===== config.mk =====
export PLATFORM = sky130hd
export DESIGN_NAME = dedup_trapezoid_integrator
export DESIGN_NICKNAME = d
export VERILOG_FILES = /design/src/sv/dti_pkg.sv /design/src/sv/dti_filter.sv /design/src/sv/dti_accum.sv /design/src/sv/dedup_trapezoid_integrator.sv
export VERILOG_INCLUDE_DIRS = /design/src /design/src/sv
export SDC_FILE = /design/constraint.sdc
export NUM_CORES = 2
export LEC_CHECK = 0
export ABC_CLOCK_PERIOD_IN_PS = 14650
export BUFFER_PORTS_ARGS = -buffer_cell sky130_fd_sc_hd__buf_2
export CAP_MARGIN = 30
export CORE_UTILIZATION = 65
export DETAILED_ROUTE_END_ITERATION = 12
export GPL_TIMING_DRIVEN = 0
export PLACE_DENSITY = 0.9
export SETUP_SLACK_MARGIN = 0.4
export SLEW_MARGIN = 20
export SYNTH_ARGS = -nofsm -noshare
export SYNTH_HDL_FRONTEND = slang
export SYNTH_SLANG_ARGS = --single-unit
export TNS_END_PERCENT = 100

===== constraint.sdc =====
create_clock -name clock -period 14.65 [get_ports clock]
set_input_delay 0.7325 -clock clock [delete_from_list [all_inputs] [get_ports clock]]
set_output_delay 0.7325 -clock clock [all_outputs]
set_load 0.01 [all_outputs]

===== src/sv/dedup_trapezoid_integrator_macros.svh =====
// ---------------------------------------------------------------------------
// dedup_trapezoid_integrator_macros.svh
// Assertion macros used by the integrator top level.
// ---------------------------------------------------------------------------
`ifndef DEDUP_TRAPEZOID_INTEGRATOR_MACROS_SVH
`define DEDUP_TRAPEZOID_INTEGRATOR_MACROS_SVH

// Consequent checked in the same cycle as the antecedent.
`define DTI_ASSERT_SAME(label, clk, rst, ante, cons, msg) \
   label: assert property (@(posedge clk) disable iff (rst) (ante) |-> (cons)) \
      else $error(msg);

// Consequent checked in the cycle after the antecedent.
`define DTI_ASSERT_NEXT(label, clk, rst, ante, cons, msg) \
   label: assert property (@(posedge clk) disable iff (rst) (ante) |=> (cons)) \
      else $error(msg);

`endif


===== src/sv/dti_pkg.sv =====
// ---------------------------------------------------------------------------
// dti_pkg
// Widths and the stage record shared by the integrator modules.
// ---------------------------------------------------------------------------
package dti_pkg;

   localparam int unsigned CoordWidth = 32;   // Q16.16 x and y
   localparam int unsigned StepWidth  = 31;   // min_step register
   localparam int unsigned PathWidth  = 63;   // unsigned Q31.32
   localparam int unsigned EnergyWidth = 64;  // signed Q32.32
   localparam int unsigned PathStepWidth = CoordWidth + 16;  // |dx| << 16

   // Record handed from the filter stage to the accumulator stage.
   typedef struct packed {
      logic                            start;      // clear the sums
      logic signed [CoordWidth-1:0]    x;
      logic signed [CoordWidth-1:0]    y;
      logic        [PathStepWidth-1:0] path_step;  // Q16.32 path increment
      logic signed [EnergyWidth-1:0]   term;       // Q32.32 energy increment
   } dti_step_type;

endpackage


===== src/sv/dti_filter.sv =====
// ---------------------------------------------------------------------------
// dti_filter
// Keep/drop decision against the previous raw x, and the path and energy
// increments of a kept point against the last kept point.
// ---------------------------------------------------------------------------
module dti_filter (
   input  logic                                     clock,
   input  logic                                     reset,
   input  logic                                     advance,
   input  logic signed [dti_pkg::CoordWidth-1:0]    x_value,
   input  logic signed [dti_pkg::CoordWidth-1:0]    y_value,
   input  logic                                     curve_start,
   input  logic        [dti_pkg::StepWidth-1:0]     min_step,
   output logic                                     keep,
   output dti_pkg::dti_step_type                    step
);
   import dti_pkg::*;

   logic signed [CoordWidth-1:0] prev_raw_x_ff, prev_raw_x_in;
   logic signed [CoordWidth-1:0] last_kept_x_ff, last_kept_x_in;
   logic signed [CoordWidth-1:0] last_kept_y_ff, last_kept_y_in;
   logic                         have_point_ff, have_point_in;

   logic                         start_eff;
   logic signed [CoordWidth:0]   raw_diff;
   logic        [CoordWidth:0]   raw_mag;
   logic signed [CoordWidth:0]   dx;
   logic signed [CoordWidth:0]   ys;
   logic        [CoordWidth:0]   dx_mag;
   logic        [CoordWidth:0]   ys_mag;
   logic        [2*CoordWidth:0] product;
   logic        [EnergyWidth-2:0] half_product;

   always_comb begin
      start_eff = curve_start || !have_point_ff;

      raw_diff = {x_value[CoordWidth-1], x_value} - {prev_raw_x_ff[CoordWidth-1], prev_raw_x_ff};
      raw_mag  = raw_diff[CoordWidth] ? (~raw_diff + 1'b1) : raw_diff;
      keep     = start_eff || (raw_mag >= {2'b00, min_step});

      dx     = {x_value[CoordWidth-1], x_value} - {last_kept_x_ff[CoordWidth-1], last_kept_x_ff};
      ys     = {y_value[CoordWidth-1], y_value} + {last_kept_y_ff[CoordWidth-1], last_kept_y_ff};
      dx_mag = dx[CoordWidth] ? (~dx + 1'b1) : dx;
      ys_mag = ys[CoordWidth] ? (~ys + 1'b1) : ys;

      // |dx| fits 32 bits; the product of magnitudes stays below 2^64
      product      = ys_mag * {1'b0, dx_mag[CoordWidth-1:0]};
      half_product = product[EnergyWidth-1:1];

      step.start     = start_eff;
      step.x         = x_value;
      step.y         = y_value;
      step.path_step = {dx_mag[CoordWidth-1:0], 16'h0000};
      step.term      = (dx[CoordWidth] != ys[CoordWidth])
                       ? -$signed({1'b0, half_product})
                       : $signed({1'b0, half_product});
   end

   // Advance the curve history whenever an item leaves the input stage.
   always_comb begin
      prev_raw_x_in  = prev_raw_x_ff;
      last_kept_x_in = last_kept_x_ff;
      last_kept_y_in = last_kept_y_ff;
      have_point_in  = have_point_ff;
      if (advance) begin
         prev_raw_x_in = x_value;
         have_point_in = 1'b1;
         if (keep) begin
            last_kept_x_in = x_value;
            last_kept_y_in = y_value;
         end
      end
   end

   always_ff @(posedge clock) begin
      if (reset) begin
         prev_raw_x_ff  <= '0;
         last_kept_x_ff <= '0;
         last_kept_y_ff <= '0;
         have_point_ff  <= 1'b0;
      end else begin
         prev_raw_x_ff  <= prev_raw_x_in;
         last_kept_x_ff <= last_kept_x_in;
         last_kept_y_ff <= last_kept_y_in;
         have_point_ff  <= have_point_in;
      end
   end

endmodule


===== src/sv/dti_accum.sv =====
// ---------------------------------------------------------------------------
// dti_accum
// Saturating path and energy accumulators; they double as the result
// register of the block.
// ---------------------------------------------------------------------------
module dti_accum (
   input  logic                                    clock,
   input  logic                                    load,
   input  dti_pkg::dti_step_type                   step,
   output logic signed [dti_pkg::CoordWidth-1:0]   kept_x,
   output logic signed [dti_pkg::CoordWidth-1:0]   kept_y,
   output logic        [dti_pkg::PathWidth-1:0]    path_length,
   output logic signed [dti_pkg::EnergyWidth-1:0]  energy_sum,
   output logic                                    saturated
);
   import dti_pkg::*;

   localparam logic [PathWidth-1:0]   PathMax   = {PathWidth{1'b1}};
   localparam logic [EnergyWidth-1:0] EnergyMax = {1'b0, {(EnergyWidth-1){1'b1}}};
   localparam logic [EnergyWidth-1:0] EnergyMin = {1'b1, {(EnergyWidth-1){1'b0}}};

   logic signed [CoordWidth-1:0]  x_ff, x_in;
   logic signed [CoordWidth-1:0]  y_ff, y_in;
   logic        [PathWidth-1:0]   path_acc_ff, path_acc_in;
   logic signed [EnergyWidth-1:0] energy_acc_ff, energy_acc_in;
   logic                          sat_ff, sat_in;

   logic [PathWidth:0]   path_sum;
   logic [EnergyWidth:0] energy_sum_wide;
   logic                 path_over;
   logic                 energy_over;

   always_comb begin
      path_sum        = {1'b0, path_acc_ff} + {{(PathWidth+1-PathStepWidth){1'b0}}, step.path_step};
      energy_sum_wide = {energy_acc_ff[EnergyWidth-1], energy_acc_ff}
                        + {step.term[EnergyWidth-1], step.term};
      path_over   = path_sum[PathWidth];
      energy_over = energy_sum_wide[EnergyWidth] != energy_sum_wide[EnergyWidth-1];

      x_in          = x_ff;
      y_in          = y_ff;
      path_acc_in   = path_acc_ff;
      energy_acc_in = energy_acc_ff;
      sat_in        = sat_ff;
      if (load) begin
         x_in = step.x;
         y_in = step.y;
         if (step.start) begin
            path_acc_in   = '0;
            energy_acc_in = '0;
            sat_in        = 1'b0;
         end else begin
            path_acc_in   = path_over ? PathMax : path_sum[PathWidth-1:0];
            if (energy_over) begin
               energy_acc_in = energy_sum_wide[EnergyWidth] ? EnergyMin : EnergyMax;
            end else begin
               energy_acc_in = energy_sum_wide[EnergyWidth-1:0];
            end
            sat_in = sat_ff || path_over || energy_over;
         end
      end
   end

   // Payload only: a curve start always precedes the first use of the sums.
   always_ff @(posedge clock) begin
      x_ff          <= x_in;
      y_ff          <= y_in;
      path_acc_ff   <= path_acc_in;
      energy_acc_ff <= energy_acc_in;
      sat_ff        <= sat_in;
   end

   assign kept_x      = x_ff;
   assign kept_y      = y_ff;
   assign path_length = path_acc_ff;
   assign energy_sum  = energy_acc_ff;
   assign saturated   = sat_ff;

endmodule


===== src/sv/dedup_trapezoid_integrator.sv =====
// ---------------------------------------------------------------------------
// dedup_trapezoid_integrator
// Point deduplication and trapezoidal integration of a sampled curve.
// ---------------------------------------------------------------------------
// Accepts one (x, y) point per clock when not stalled and returns one result
// transaction per kept point via the input, increment and result registers.
// The first point of a curve (tuser high, or the first point after reset) is
// always kept with zero sums; a later point is kept when |x - previous input
// x| >= min_step and dropped otherwise, producing no result. Throughput is
// one point per cycle when not stalled: the input register feeds the keep
// decision and the 33x32 increment multiply, and the accumulator stage closes
// its add-and-clamp loop on the path and energy sums. path_length and
// energy_sum saturate, and rsp_tuser stays high until the next curve start.
// Write min_step (unsigned Q15.16, reset 0) only while no point is in flight.
// ---------------------------------------------------------------------------
`include "dedup_trapezoid_integrator_macros.svh"

module dedup_trapezoid_integrator (
   input  logic         clock,
   input  logic         reset,
   // configuration
   input  logic         csr_we,
   input  logic [30:0]  csr_wdata,      // min_step
   // input points
   input  logic         req_tvalid,
   output logic         req_tready,
   input  logic [63:0]  req_tdata,      // [31:0] x_value, [63:32] y_value
   input  logic         req_tuser,      // [0] curve_start
   // results
   output logic         rsp_tvalid,
   input  logic         rsp_tready,
   output logic [191:0] rsp_tdata,      // [31:0] kept_x, [63:32] kept_y,
                                        // [126:64] path_length,
                                        // [190:127] energy_sum, [191] zero
   output logic         rsp_tuser       // [0] saturated
);
   import dti_pkg::*;

   // configuration register
   logic [StepWidth-1:0] min_step_ff;

   // input stage
   logic                         s0_valid_ff, s0_valid_in;
   logic signed [CoordWidth-1:0] s0_x_ff;
   logic signed [CoordWidth-1:0] s0_y_ff;
   logic                         s0_start_ff;

   // increment stage
   logic         s1_valid_ff, s1_valid_in;
   dti_step_type s1_step_ff;

   // result stage
   logic rsp_valid_ff, rsp_valid_in;

   logic         s0_ready, s1_ready, s2_ready;
   logic         s0_advance;
   logic         acc_load;
   logic         keep;
   dti_step_type step;

   logic signed [CoordWidth-1:0]  kept_x;
   logic signed [CoordWidth-1:0]  kept_y;
   logic        [PathWidth-1:0]   path_length;
   logic signed [EnergyWidth-1:0] energy_sum;
   logic                          saturated;

   // A stage takes new data when it is empty or its content moves on.
   assign s2_ready   = !rsp_valid_ff || rsp_tready;
   assign s1_ready   = !s1_valid_ff || s2_ready;
   assign s0_ready   = !s0_valid_ff || s1_ready;
   assign s0_advance = s0_valid_ff && s1_ready;
   assign acc_load   = s1_valid_ff && s2_ready;
   assign req_tready = s0_ready;

   always_ff @(posedge clock) begin
      if (reset) begin
         min_step_ff <= '0;
      end else if (csr_we) begin
         min_step_ff <= csr_wdata;
      end
   end

   // Valid bits: dropped points vanish between the input and increment stages.
   always_comb begin
      s0_valid_in  = s0_valid_ff;
      s1_valid_in  = s1_valid_ff;
      rsp_valid_in = rsp_valid_ff;
      if (s0_ready) begin
         s0_valid_in = req_tvalid;
      end
      if (s1_ready) begin
         s1_valid_in = s0_valid_ff && keep;
      end
      if (s2_ready) begin
         rsp_valid_in = s1_valid_ff;
      end
   end

   always_ff @(posedge clock) begin
      if (reset) begin
         s0_valid_ff  <= 1'b0;
         s1_valid_ff  <= 1'b0;
         rsp_valid_ff <= 1'b0;
      end else begin
         s0_valid_ff  <= s0_valid_in;
         s1_valid_ff  <= s1_valid_in;
         rsp_valid_ff <= rsp_valid_in;
      end
   end

   // Capture the accepted transaction; hold it while downstream is full.
   always_ff @(posedge clock) begin
      if (s0_ready) begin
         s0_x_ff     <= req_tdata[CoordWidth-1:0];
         s0_y_ff     <= req_tdata[2*CoordWidth-1:CoordWidth];
         s0_start_ff <= req_tuser;
      end
      if (s1_ready) begin
         s1_step_ff <= step;
      end
   end

   dti_filter u_filter (
      .clock       (clock),
      .reset       (reset),
      .advance     (s0_advance),
      .x_value     (s0_x_ff),
      .y_value     (s0_y_ff),
      .curve_start (s0_start_ff),
      .min_step    (min_step_ff),
      .keep        (keep),
      .step        (step)
   );

   dti_accum u_accum (
      .clock       (clock),
      .load        (acc_load),
      .step        (s1_step_ff),
      .kept_x      (kept_x),
      .kept_y      (kept_y),
      .path_length (path_length),
      .energy_sum  (energy_sum),
      .saturated   (saturated)
   );

   assign rsp_tvalid = rsp_valid_ff;
   assign rsp_tdata  = {1'b0, energy_sum, path_length, kept_y, kept_x};
   assign rsp_tuser  = saturated;

   // A curve start lands in the result with cleared sums and flag.
   `DTI_ASSERT_NEXT(a_start_clears, clock, reset, acc_load && s1_step_ff.start, path_length == '0 && energy_sum == '0 && !saturated, "curve start did not clear the sums")
   // Within a curve the path length never shrinks.
   `DTI_ASSERT_NEXT(a_path_monotonic, clock, reset, acc_load && !s1_step_ff.start, path_length >= $past(path_length), "path length decreased within a curve")
   // The saturation flag is sticky until the next curve start.
   `DTI_ASSERT_NEXT(a_sat_sticky, clock, reset, acc_load && !s1_step_ff.start && saturated, saturated, "saturation flag dropped within a curve")
   // A dropped point never reaches the increment stage.
   `DTI_ASSERT_NEXT(a_drop_no_result, clock, reset, s0_advance && !keep, !s1_valid_ff, "dropped point entered the increment stage")

endmodule

==> results.toml <==
[finish]
syn_to_final_growth_pct = 10.2
fillers = 7446
final_area_um2 = 74500
largest_register_ffs = 161
drive_gt1_share_pct = 8.43
post-route-util_pct = 72.7
regMostFlops = "s1_step_ff"
nNetsFinal = 9294

[synth]
async_flop_share_pct = 0
netlist_top_cells_area = "fa_1 (28%), edfxtp_1 (19%), ha_1 (9.0%), inv_1 (6.6%), nand2_1 (5.7%)"
postSynthRegisterBits = 549
ys_seq_area_share_pct = 22.4
synthCells = 7352
netlist_top_cells_count = "inv_1 (1195), nand2_1 (1022), fa_1 (930), ha_1 (485), nor2_1 (460)"
syn_area_um2 = 67700
yosysTopAreaCell = "fa_1"
synth.most_common_cell = "inv_1"
yosysWarnings = 0
yosysUniqueCellTypes = 106
synth_edf_count = 418
synth_fp_nets = 8868
syn_area_per_cell_um2 = 9.20
ys_dominant_reg_cell = "edfxtp_1"
synth_top_area_share_pct = 27.5

[cts]
clock-sinks = 549
cts_tree = "yes"
clk_pin_slew_ns = 0.07
clockBufferDepth = 3
ctsHoldBuffers = 0
htreeDepth = 2
clock_latency_ns = 0.71
cts-root-buf = "clkbuf_16"
cts_buffers = 59

[worst_hold_path]
hold_path_class = "primary input to flip-flop"
hp-start = "req_tdata[14]"
holdPathEnd = "s0_x_ff[14]"
min_path_cells = 1

[floorplan]
initial_core_util_pct = 66.0
dieArea_um2 = 105000
rows = 117
fp.dieH_um = 325
coreArea_um2 = 102000
design.portCount = 296
dieWidth_um = 325

[worst_setup_path]
rr_worst_depth = 42
arrival_ns = 14.40
r2r_setup_slack_ns = 0.66
r2r_end = "s1_step_ff[62]"
start_kind = "flip-flop"
cp_max_fo = 10
critPathSlowestCell = "clkbuf_1"
critPathKind = "flip-flop to flip-flop"
cp-end-kind = "flip-flop"
rr_startpoint = "s0_x_ff[0]"
cp.required_ns = 15.06
cpMostUsedCell = "fa_1"
slowest_delay_ns = 0.78

[route]
wl_per_cell_um = 25.4
ant_nets = 0
dr.pass1.iters = 8
drt_wl_total_um = 234000
drcViolationCount = 0
vias = 58000
initialDrtViolationCount = 6897
via_per_inst = 6.29

[run_status]
status = "completed"

[job]
cap_violations = 0

[sta]
setup_viol = 0
slew_violations = 0
post-route-min-period_ns = 13.99
min_period_over_period_pct = 95.5
slew_headroom_pct = 7.33
hold_viol = 0
setup_tns_ns = 0
tightest_slew_ns = 1.38
rsz0062_at_grt = "true"
timing.fmax_ghz = 0.0715
whs_ns = 0.199
finClkSkew_ns = 0.0604

[placement]
hpwlAfterDp_um = 187000
gp_congestion = 1.12
place_area_um2 = 71800
portBuffers = 292

[global_route]
grt_first_pass_wirelength_um = 347000
grt_max_degree = 61
grt.overflow.total = 0
antenna_found_initial = 19
grt_pass1_vias = 57600
grt_usage_pct = 44.1
-- per-layer routing --
layer	track usage (%)	wire, µm	share of wire [%]
met5	0	92	0.039
met4	30.8	20700	8.8
met3	13.0	30700	13
met2	66.2	101000	43
met1	55.0	81600	35
-- worst max-delay path: cells and delay by family, from the launching register on --
family	cells	cell delay, ns
simple gates	9	2.24
fa+ha+maj	11	4.57
buf+inv	8	1.90
flops	1	0.52
xor+xnor	4	1.95
compound gates	10	2.45
-- stage by stage --
| stage | worst slack, ns | std cells |
|---|---|---|
| finish | 0.660 | 9210 |
| global route | 0.340 | 9202 |
| CTS | 0.411 | 9169 |
| detailed placement | -0.368 | 9058 |
| global placement | -1.30 | 9012 |
| floorplan | 3.08 | 7352 |
-- cells by family after synthesis --
group	Yosys count	share of synthesized area, %
simple gates	2200	14.9
buf+inv	1521	8.56
fa+ha+maj	1415	36.5
compound gates	1192	11.3
flops	549	22.4
xor+xnor	370	4.83
mux	104	1.54
other cells	1	0.00554
-- worst max-delay path by stage --
stage | startpoint | end | slack, ns | depth (start not counted)
global route | s0_x_ff[0] | s1_step_ff[62] | 0.34 | 47
detailed placement | s0_y_ff[2] | s1_step_ff[62] | -0.37 | 42
finish | s0_x_ff[0] | s1_step_ff[62] | 0.66 | 42
CTS | s0_x_ff[0] | s1_step_ff[62] | 0.41 | 46
global placement | s0_y_ff[0] | s1_step_ff[62] | -1.30 | 48
floorplan | s0_y_ff[0] | s1_step_ff[63] | 3.08 | 47
-- timing repair --
action                     in CTS  in global routing
cloned                          0                  1
pin swaps                       0                  7
buffers inserted                0                 13
setup endpoints to repair      16                 31
resized for setup              16                165
-- placed cells by master, fill, tap and decap left out, types with 198 or more instances in the layout --
master and instances:
inv_1 1195, nand2_1 1021, fa_1 930, ha_1 485, nor2_1 460, edfxtp_1 418
a21oi_1 374, buf_2 312, and2_1 265, o21ai_0 257, clkbuf_1 244, xnor2_1 198
-- cell type report --
| class | count | area (µm²) | share of cell area, % |
|---|---|---|---|
| Multi-Input combinational cell | 5283 | 47300 | 63.5 |
| Sequential cell | 549 | 15200 | 20.4 |
| Inverter | 1195 | 4490 | 6.02 |
| Timing Repair Buffer | 364 | 2330 | 3.13 |
| Tap cell | 1368 | 1710 | 2.30 |
| Clock buffer | 68 | 1510 | 2.03 |
| Buffer | 326 | 1400 | 1.88 |
| Clock inverter | 43 | 548 | 0.735 |
| Antenna cell | 14 | 35.0 | 0.0470 |
Power is left out: the tool's default activity adds up to more than one toggle a clock period on the data nets, which glitch-free logic cannot reach.
